## src/rtl/keyed_queue_priority_sort_top_defines.svh

```systemverilog
// assertion helpers for the keyed queue
`ifndef KEYED_QUEUE_PRIORITY_SORT_TOP_DEFINES_SVH
`define KEYED_QUEUE_PRIORITY_SORT_TOP_DEFINES_SVH

// implication checked on every clock edge outside reset
`define KQ_ASSERT_IMP(lbl, ante, cons, msg) \
  lbl: assert property (@(posedge clk) disable iff (!rst_n) (ante) |-> (cons)) \
    else $error(msg);

// implication checked in the cycle after the antecedent
`define KQ_ASSERT_NXT(lbl, ante, cons, msg) \
  lbl: assert property (@(posedge clk) disable iff (!rst_n) (ante) |=> (cons)) \
    else $error(msg);

`endif

```

## src/rtl/kqps_pkg.sv

```systemverilog
package kqps_pkg;

  localparam int unsigned DEPTH_DEF = 16;
  localparam int unsigned KEY_W     = 64;
  localparam int unsigned IDENT_W   = 37;
  localparam int unsigned PRIO_W    = 2;
  localparam int unsigned CMD_W     = 3;
  localparam int unsigned STAT_W    = 3;
  localparam int unsigned POS_W     = 5;

  localparam logic [CMD_W-1:0] CMD_ENQ    = 3'd0;
  localparam logic [CMD_W-1:0] CMD_DEQ    = 3'd1;
  localparam logic [CMD_W-1:0] CMD_REMOVE = 3'd2;
  localparam logic [CMD_W-1:0] CMD_SORT   = 3'd3;
  localparam logic [CMD_W-1:0] CMD_FIND   = 3'd4;
  localparam logic [CMD_W-1:0] CMD_LIST   = 3'd5;

  localparam logic [STAT_W-1:0] ST_OK       = 3'd0;
  localparam logic [STAT_W-1:0] ST_EMPTY    = 3'd1;
  localparam logic [STAT_W-1:0] ST_NOTFOUND = 3'd2;
  localparam logic [STAT_W-1:0] ST_FULL     = 3'd3;
  localparam logic [STAT_W-1:0] ST_FEW      = 3'd4;

  localparam logic [PRIO_W-1:0] PRIO_LOW  = 2'd1;
  localparam logic [PRIO_W-1:0] PRIO_HIGH = 2'd3;

  typedef struct packed {
    logic [KEY_W-1:0]   key;
    logic [IDENT_W-1:0] ident;
    logic [PRIO_W-1:0]  prio;
  } entry_t;

endpackage

```

## src/rtl/keyed_queue_priority_sort_top.sv

```systemverilog
// keyed priority queue, command interface
// a command transfer happens when start is high and busy is low; in_command selects
// enqueue, dequeue, remove by key, sort, find or list, with in_key, in_ident and
// in_prio_in as operands. results appear for one cycle with out_valid high and
// must be taken then; the receiver has no way to stall, so none is needed.
// the entries live in one synchronous memory (one read, one write port, read data
// registered), walked slot by slot by a small sequencer.
// what each command does, n entries held:
//   enqueue, and full, empty or sort of fewer than two: answered from idle; unknown codes give none
//   dequeue: the head is read and the rest move up one slot a cycle
//   remove: scans for the first key match, then the rest move up; no match: not found
//   find: scans for the first key match and returns it; no match: not found
//   list: entries are shown in order, one a cycle, out_last on the final one
//   sort: stable insertion sort with single reads and writes; it is the slowest command by far
// busy stays high from the transfer until the final result has been shown, so one
// command is in flight at a time; the next transfer can come once busy falls after
// the final result.
// after reset the queue is empty; the memory holds no defined contents and is only
// read below the count, so no clearing pass is done.
`include "keyed_queue_priority_sort_top_defines.svh"
module keyed_queue_priority_sort_top #(
  parameter int unsigned DEPTH = kqps_pkg::DEPTH_DEF
) (
  input  logic                           clk,
  input  logic                           rst_n,
  input  logic                           start,
  output logic                           busy,
  input  logic [kqps_pkg::CMD_W-1:0]     in_command,
  input  logic [kqps_pkg::KEY_W-1:0]     in_key,
  input  logic [kqps_pkg::IDENT_W-1:0]   in_ident,
  input  logic [2:0]                     in_prio_in,
  output logic                           out_valid,
  output logic [kqps_pkg::STAT_W-1:0]    out_status,
  output logic [kqps_pkg::KEY_W-1:0]     out_key_out,
  output logic [kqps_pkg::IDENT_W-1:0]   out_ident_out,
  output logic [kqps_pkg::PRIO_W-1:0]    out_prio_out,
  output logic [kqps_pkg::POS_W-1:0]     out_position,
  output logic [kqps_pkg::POS_W-1:0]     out_occupancy,
  output logic                           out_last
);

  localparam int unsigned AW = (DEPTH > 1) ? $clog2(DEPTH) : 1;
  localparam int unsigned CW = $clog2(DEPTH + 1);

  // one-hot sequencer states
  typedef enum logic [9:0] {
    S_IDLE  = 10'b0000000001,
    S_SCAN  = 10'b0000000010,  // compare key of slot idx, read slot idx+1
    S_SHIFT = 10'b0000000100,  // compaction: write slot idx+1 into idx, read idx+2
    S_LIST  = 10'b0000001000,
    S_SOUT  = 10'b0000010000,  // sort: fetch element i
    S_SHOLD = 10'b0000100000,  // sort: element i read data arrives
    S_SCMP  = 10'b0001000000,  // sort: compare slot j-1
    S_SPUT  = 10'b0010000000,  // sort: place held element
    S_RESP  = 10'b0100000000,
    S_WAIT  = 10'b1000000000   // read latency bubble before scan compare
  } state_t;

  state_t state_r, state_nxt;

  kqps_pkg::entry_t mem [DEPTH];
  kqps_pkg::entry_t rd_q;
  logic             rd_en;
  logic [AW-1:0]    rd_addr;
  logic             wr_en;
  logic [AW-1:0]    wr_addr;
  kqps_pkg::entry_t wr_data;

  always_ff @(posedge clk) begin
    if (wr_en) begin
      mem[wr_addr] <= wr_data;
    end
    if (rd_en) begin
      rd_q <= mem[rd_addr];
    end
  end

  logic [CW-1:0]                 count_r, count_nxt;
  logic [kqps_pkg::CMD_W-1:0]    cmd_r, cmd_nxt;
  logic [kqps_pkg::KEY_W-1:0]    key_r, key_nxt;
  logic [CW-1:0]                 idx_r, idx_nxt;    // scan / list / sort outer index
  logic [CW-1:0]                 j_r, j_nxt;        // sort inner index
  logic                          rv_r, rv_nxt;      // read data of slot idx_r+1 pending
  kqps_pkg::entry_t              hold_r, hold_nxt;  // removed or sorted element
  logic [CW-1:0]                 hpos_r, hpos_nxt;

  // registered result
  logic                          ov_r, ov_nxt;
  logic [kqps_pkg::STAT_W-1:0]   ost_r, ost_nxt;
  kqps_pkg::entry_t              oe_r, oe_nxt;
  logic [kqps_pkg::POS_W-1:0]    opos_r, opos_nxt;
  logic                          olast_r, olast_nxt;

  logic                          accept;
  logic [kqps_pkg::PRIO_W-1:0]   prio_fix;
  logic [CW-1:0]                 idx_inc;

  assign accept   = start && (state_r == S_IDLE);
  assign busy     = (state_r != S_IDLE);
  assign prio_fix = (in_prio_in >= 3'd1 && in_prio_in <= 3'd3) ?
                    in_prio_in[kqps_pkg::PRIO_W-1:0] : kqps_pkg::PRIO_LOW;
  assign idx_inc  = idx_r + CW'(1);

  always_comb begin
    state_nxt = state_r;
    count_nxt = count_r;
    cmd_nxt   = cmd_r;
    key_nxt   = key_r;
    idx_nxt   = idx_r;
    j_nxt     = j_r;
    rv_nxt    = 1'b0;
    hold_nxt  = hold_r;
    hpos_nxt  = hpos_r;
    ov_nxt    = 1'b0;
    ost_nxt   = kqps_pkg::ST_OK;
    oe_nxt    = '0;
    opos_nxt  = '0;
    olast_nxt = 1'b1;
    rd_en     = 1'b0;
    rd_addr   = '0;
    wr_en     = 1'b0;
    wr_addr   = '0;
    wr_data   = '0;

    case (state_r)
      S_IDLE: begin
        if (accept) begin
          cmd_nxt = in_command;
          key_nxt = in_key;
          idx_nxt = '0;
          case (in_command)
            kqps_pkg::CMD_ENQ: begin
              state_nxt = S_RESP;
              ov_nxt    = 1'b1;
              if (count_r >= CW'(DEPTH)) begin
                ost_nxt = kqps_pkg::ST_FULL;
              end else begin
                wr_en     = 1'b1;
                wr_addr   = count_r[AW-1:0];
                wr_data   = '{key: in_key, ident: in_ident, prio: prio_fix};
                count_nxt = count_r + CW'(1);
                oe_nxt    = wr_data;
                opos_nxt  = kqps_pkg::POS_W'(count_nxt);
              end
            end
            kqps_pkg::CMD_DEQ, kqps_pkg::CMD_REMOVE, kqps_pkg::CMD_FIND,
            kqps_pkg::CMD_LIST: begin
              if (count_r == '0) begin
                state_nxt = S_RESP;
                ov_nxt    = 1'b1;
                ost_nxt   = kqps_pkg::ST_EMPTY;
              end else begin
                rd_en     = 1'b1;
                rd_addr   = '0;
                state_nxt = (in_command == kqps_pkg::CMD_LIST) ? S_LIST : S_WAIT;
              end
            end
            kqps_pkg::CMD_SORT: begin
              if (count_r <= CW'(1)) begin
                state_nxt = S_RESP;
                ov_nxt    = 1'b1;
                ost_nxt   = kqps_pkg::ST_FEW;
              end else begin
                idx_nxt   = CW'(1);
                state_nxt = S_SOUT;
              end
            end
            default: state_nxt = S_RESP;  // unknown code, no result
          endcase
        end
      end

      S_WAIT: state_nxt = S_SCAN;  // rd_q now holds slot idx

      S_SCAN: begin
        // rd_q holds slot idx_r
        if (cmd_r == kqps_pkg::CMD_DEQ || rd_q.key == key_r) begin
          hold_nxt = rd_q;
          hpos_nxt = idx_inc;
          if (cmd_r == kqps_pkg::CMD_FIND) begin
            state_nxt = S_RESP;
            ov_nxt    = 1'b1;
            oe_nxt    = rd_q;
            opos_nxt  = kqps_pkg::POS_W'(idx_inc);
          end else begin
            // start compaction at idx_r
            state_nxt = S_SHIFT;
            if (idx_inc < count_r) begin
              rd_en   = 1'b1;
              rd_addr = idx_inc[AW-1:0];
              rv_nxt  = 1'b1;
            end
          end
        end else if (idx_inc < count_r) begin
          idx_nxt   = idx_inc;
          rd_en     = 1'b1;
          rd_addr   = idx_inc[AW-1:0];
          state_nxt = S_WAIT;
        end else begin
          state_nxt = S_RESP;
          ov_nxt    = 1'b1;
          ost_nxt   = kqps_pkg::ST_NOTFOUND;
        end
      end

      S_SHIFT: begin
        if (rv_r) begin
          // rd_q holds slot idx+1, move it down
          wr_en   = 1'b1;
          wr_addr = idx_r[AW-1:0];
          wr_data = rd_q;
          idx_nxt = idx_inc;
          if (idx_inc + CW'(1) < count_r) begin
            rd_en   = 1'b1;
            rd_addr = idx_nxt[AW-1:0] + AW'(1);
            rv_nxt  = 1'b1;
          end
        end else begin
          count_nxt = count_r - CW'(1);
          state_nxt = S_RESP;
          ov_nxt    = 1'b1;
          oe_nxt    = hold_r;
          opos_nxt  = kqps_pkg::POS_W'(hpos_r);
        end
      end

      S_LIST: begin
        // rd_q holds slot idx_r
        ov_nxt    = 1'b1;
        oe_nxt    = rd_q;
        opos_nxt  = kqps_pkg::POS_W'(idx_inc);
        olast_nxt = (idx_inc == count_r);
        idx_nxt   = idx_inc;
        if (idx_inc < count_r) begin
          rd_en   = 1'b1;
          rd_addr = idx_inc[AW-1:0];
        end else begin
          state_nxt = S_RESP;
        end
      end

      S_SOUT: begin
        if (idx_r < count_r) begin
          rd_en     = 1'b1;
          rd_addr   = idx_r[AW-1:0];
          j_nxt     = idx_r;
          state_nxt = S_SHOLD;
        end else begin
          state_nxt = S_RESP;
          ov_nxt    = 1'b1;
        end
      end

      S_SHOLD: begin
        hold_nxt  = rd_q;
        rd_en     = 1'b1;
        rd_addr   = j_r[AW-1:0] - AW'(1);
        state_nxt = S_SCMP;
      end

      S_SCMP: begin
        // rd_q holds slot j-1
        if (rd_q.prio < hold_r.prio) begin
          wr_en   = 1'b1;
          wr_addr = j_r[AW-1:0];
          wr_data = rd_q;
          j_nxt   = j_r - CW'(1);
          if (j_r > CW'(1)) begin
            rd_en   = 1'b1;
            rd_addr = j_r[AW-1:0] - AW'(2);
          end else begin
            state_nxt = S_SPUT;
          end
        end else begin
          state_nxt = S_SPUT;
        end
      end

      S_SPUT: begin
        wr_en     = 1'b1;
        wr_addr   = j_r[AW-1:0];
        wr_data   = hold_r;
        idx_nxt   = idx_inc;
        state_nxt = S_SOUT;
      end

      S_RESP: state_nxt = S_IDLE;  // result register drains

      default: state_nxt = S_IDLE;
    endcase
  end

  always_ff @(posedge clk) begin
    if (!rst_n) begin
      state_r <= S_IDLE;
      count_r <= '0;
      ov_r    <= 1'b0;
      rv_r    <= 1'b0;
    end else begin
      state_r <= state_nxt;
      count_r <= count_nxt;
      ov_r    <= ov_nxt;
      rv_r    <= rv_nxt;
    end
  end

  always_ff @(posedge clk) begin
    cmd_r   <= cmd_nxt;
    key_r   <= key_nxt;
    idx_r   <= idx_nxt;
    j_r     <= j_nxt;
    hold_r  <= hold_nxt;
    hpos_r  <= hpos_nxt;
    ost_r   <= ost_nxt;
    oe_r    <= oe_nxt;
    opos_r  <= opos_nxt;
    olast_r <= olast_nxt;
  end

  assign out_valid     = ov_r;
  assign out_status    = ost_r;
  assign out_key_out   = oe_r.key;
  assign out_ident_out = oe_r.ident;
  assign out_prio_out  = oe_r.prio;
  assign out_position  = opos_r;
  assign out_occupancy = kqps_pkg::POS_W'(count_r);
  assign out_last      = olast_r;

  // checks
  `KQ_ASSERT_IMP(a_count_bound, 1'b1, count_r <= CW'(DEPTH), "count above depth")
  `KQ_ASSERT_IMP(a_write_in_range, wr_en, wr_addr < count_r || state_r == S_IDLE,
                 "write beyond the count")
  `KQ_ASSERT_NXT(a_busy_after_accept, accept, busy, "busy low after a transfer")
  `KQ_ASSERT_IMP(a_result_busy, out_valid && !out_last, busy,
                 "list ended early")

endmodule
```

## config.mk

```make
export PLATFORM = sky130hd
export DESIGN_NAME = keyed_queue_priority_sort_top
export DESIGN_NICKNAME = d
export VERILOG_FILES = /design/src/rtl/kqps_pkg.sv /design/src/rtl/keyed_queue_priority_sort_top.sv
export VERILOG_INCLUDE_DIRS = /design/src /design/src/rtl
export SDC_FILE = /design/constraint.sdc
export NUM_CORES = 2
export LEC_CHECK = 0
export CORE_ASPECT_RATIO = 0.7
export CORE_MARGIN = 5
export CORE_UTILIZATION = 35
export CTS_BUF_LIST = sky130_fd_sc_hd__clkbuf_8
export CTS_CLUSTER_SIZE = 12
export DETAILED_ROUTE_END_ITERATION = 12
export DONT_BUFFER_PORTS = 1
export HOLD_SLACK_MARGIN = 0.03
export PLACE_DENSITY = 0.51
export SLEW_MARGIN = 20
export SYNTH_ARGS = -nofsm -noshare
export SYNTH_HDL_FRONTEND = slang
export SYNTH_SLANG_ARGS = --single-unit
```

## constraint.sdc

```tcl
create_clock -name clk -period 28.6 [get_ports clk]
set_clock_uncertainty 0.1 [all_clocks]
set_input_delay 1.43 -clock clk [delete_from_list [all_inputs] [get_ports clk]]
set_output_delay 1.43 -clock clk [all_outputs]
set_load 0.02 [all_outputs]
```

==> results.toml <==
[final_layout]
multiInputGateArea_sq_um = 21270
final-instance-count-excl-fill = 8884
share_of_post_route_cells_with_drive_strength_above_1_pct = 9.968
nFillCells = 22103
postLayoutCoreUtil_pct = 39.11
final_cell_area_sq_um = 93210
area.sequential_sq_um = 60720
areaGrowthSynthToFinish_pct = 11.38
final_net_count = 5555

[yosys]
synth_commonest_cells = "1936 x edfxtp_1, 496 x and3_1, 334 x clkbuf_1"
combinational_family_with_the_most_area_after_synthesis = "compound AO/OA/AOI/OAI gates"
count_of_state_elements_after_synthesis = 2065
netlist_instances = 5427
synth.top_cells.by_area = "edfxtp_1 69%, and3_1 3.7%, dfxtp_1 3.1%, mux2i_1 3.0%, a21boi_0 2.8%"
synth_enable_flop_cells = 1936
yosys.area.top_type = "edfxtp_1"
synth.mux.area_fraction_pct = 2.993
yosys.area_share.adder_pct = 0.3738
most_common_cell_in_the_netlist = "edfxtp_1"
synth_compound_area_share_pct = 13.96
syn-num-nets = 5562
synth_async_sr_flop_share_pct = 0
synth.distinct_cells = 81
synth.yosys.seq_area_share_pct = 72.55
synth-simple-area-share_pct = 6.931
mappedNetlistArea_sq_um = 83690
dominant_register_cell_in_the_synthesized_netlist = "edfxtp_1"
yosysTopAreaCellShare_pct = 69.47
synth_xor_xnor_area_share_pct = 0.8373
post_synth.cell_area_avg_sq_um = 15.42
ys.warnings.count = 0

[cts]
clockBufferDepth = 4
clock_latency_ps = 950
cts_buffers = 340
path_clk_slew_ps = 60
clock_tree.root_cell = "clkbuf_8"
postCtsSetupBuffers = 0
cts_repair_resize_count = 0
cts_tree = "yes"
htree_num_levels = 5
cts-hold-fix-buffers = 0
clock-sinks = 2065

[critical_path]
critical_path.endpoint_type = "register"
slowest_stage_cell_on_the_critical_path = "nor4_1"
cp.arrival_ps = 9010
critical_path.top_delay_family = "buffers and inverters"
path_cells = "xnor2_1, nand4_1, nor4_1, nand4_1, o21ai_0, o221a_4, buf_4, buf_4, buf_4, o211ai_1, o2111ai_1, a211o_1"
critical_path_class = "reg2reg"
crit_top_cell = "buf_4"
critical_path.n_buffers_inverters = 3
critical_path_required_ps = 29280
crit_path_max_cell_delay_ps = 970
r2r-start = "rd_q[58]"
startpoint_type = "register"
crit_path_max_fanout = 62
crit_start = "rd_q[58]"

[timing]
finalHoldViolCount = 0
layout_worst_path_cycle_share_pct = 29.13
timing.fmax_mhz = 120.0
relSlewSlack_pct = 20.94
fin_ws_ps = 20270
final_max_slew_viol_count = 0
final-setup-viol-count = 0
setup_repair_after_global_routing_missed_its_margin = "false"
period_needed_ps = 8333
tightest_slew_ps = 1186
fin_tns_setup_ps = 0

[place]
dp_cells = 8270
gp_routability_congestion = 0.8967
detailedPlacementHpwl_um = 131500
place_ws_ps = 20510
place_area_sq_um = 87060
buffer_ports.inserted = 0

[drt]
vias = 51173
ant_nets = 0
drt_iter0_markers = 5877
drc = 0
routed_wire_length_per_instance_um = 30.26
detail_route.vias_per_cell = 5.760
drt-total-wl_um = 268900
firstDrtPassIters = 5

[floorplanning]
dieArea_sq_um = 249100
initial_utilization_pct = 35.11
floorplan.die.height_um = 419.1
core_area_sq_um = 238400
core.rowCount = 150
i_o_pin_count = 229
die_w_um = 594.4

[hold_path]
hold_path.class = "reg2reg"
min-delay-start = "rd_q[28]"

[power]
pwr_density_cell_nw_per_um2 = 64.42
irDropWorstVdd_mv = 0.03292
p_leak_nw = 29.43

[outcome]
run_status = "finished clean"

[run]
max_cap_check_violation_count = 0

[global_routing]
grt.overflow.total = 0
grt_max_degree = 216
gr-usage-all-layers_pct = 20.76
wire_length_of_the_first_global_routing_pass_um = 377300
grt_pass1_vias = 48561
antenna_violations_before_repair = 36
==> power by group <==
group	internal (mW)	switching [mW]	total [mW]	leakage [nW]
clock network	1.21	1.20	2.41	3.53
logic	0.0726	0.189	0.262	7.90
registers	3.31	0.0206	3.33	18.0
==> state kept, by name (all words and copies together) (netlist names) <==
register	flops
cmd_r	3
hold_r	103
hpos_r	5
idx_r	5
j_r	5
key_r	64
mem	1648
out_ident_out	37
out_key_out	64
out_last	1
out_occupancy	5
out_position	5
out_prio_out	2
out_status	3
out_valid	1
rd_q	103
rv_r	1
state_r	10
==> kinds of logic (layout without fill, tap and decap cells) <==
group / count (synthesis) / after routing
other: 0 / 24
muxes: 249 / 249
buffers and inverters: 472 / 713
DFF: 2065 / 2065
and+or+nand+nor: 1025 / 1025
xor gates and xnor gates: 80 / 80
AOI/OAI and AO/OA: 1511 / 1511
adders and majority gates: 25 / 25
==> cell type report <==
type	instances	share of cell area (%)
clock inverters	223	1.110
flip-flops and latches	2065	65.14
diodes	24	0.06443
repair buffers	97	1.054
clock buffers	367	5.419
well taps	3192	4.285
inverters	26	0.1074
multi-input cells	2890	22.82
==> final timing paths <==
path	endpoint	slack (ps)	depth (start not counted)
setup / recovery	rd_q[94]	20270	12
hold / removal	hold_r[28]	380	0
setup reg to reg	rd_q[94]	20270	12
hold reg to reg	hold_r[28]	380	0
==> cells in the final DEF, fill, tap and decap left out, types with 8 or more instances in the layout <==
master	Yosys	final
nand3_1	20	19
o21ai_0	42	41
or3_1	25	25
buf_12	0	18
xor2_1	8	8
o2111ai_1	106	105
clkinvlp_4	0	11
a31oi_1	85	85
o22ai_1	21	21
clkbuf_8	0	367
xnor2_1	72	72
nand2b_1	13	13
edfxtp_1	1936	1936
and3_1	496	496
ha_1	25	25
nor2_4	0	16
and2_1	107	106
nor4_1	11	9
inv_1	25	140
nand4_1	25	25
nand2_1	208	207
mux2i_1	248	248
dfxtp_1	129	129
o211ai_1	208	208
a211oi_1	287	287
a211o_1	89	89
diode_2	0	24
a21oi_1	26	26
buf_4	14	75
a221o_1	206	206
nor3_1	15	12
clkinv_2	0	23
o21ai_1	87	86
nor2_1	68	52
clkinv_1	1	66
a21boi_0	309	309
==> worst reg2reg max path: stages (launching register included) <==
cell and delay, ps:
edfxtp_1 440, xnor2_1 840, nand4_1 540, nor4_1 970
nand4_1 760, o21ai_0 540, o221a_4 890, buf_4 850
buf_4 970, buf_4 780, o211ai_1 190, o2111ai_1 170
a211o_1 160
==> per-stage QoR <==
stage	power (mW)	hold WS [ps]
6_report	6.005	381.9
2_1_floorplan	3.553	325.1
5_1_grt	6.215	395.3
4_1_cts	6.061	371.4
3_5_place_dp	3.656	368.5
3_3_place_gp	3.655	367.1
==> metal layers <==
metal | wire, um | share of wire [%] | GRT usage [%] | vias up
li1 | - | - | - | 21952
met1 | 124200 | 46 | 31.07 | 26653
met2 | 116700 | 43 | 30.76 | 2145
met3 | 21740 | 8.1 | 4.271 | 407
met4 | 6115 | 2.3 | 5.237 | 16
met5 | 107 | 0.040 | 0 | -
(Power assumes the default switching activity.)
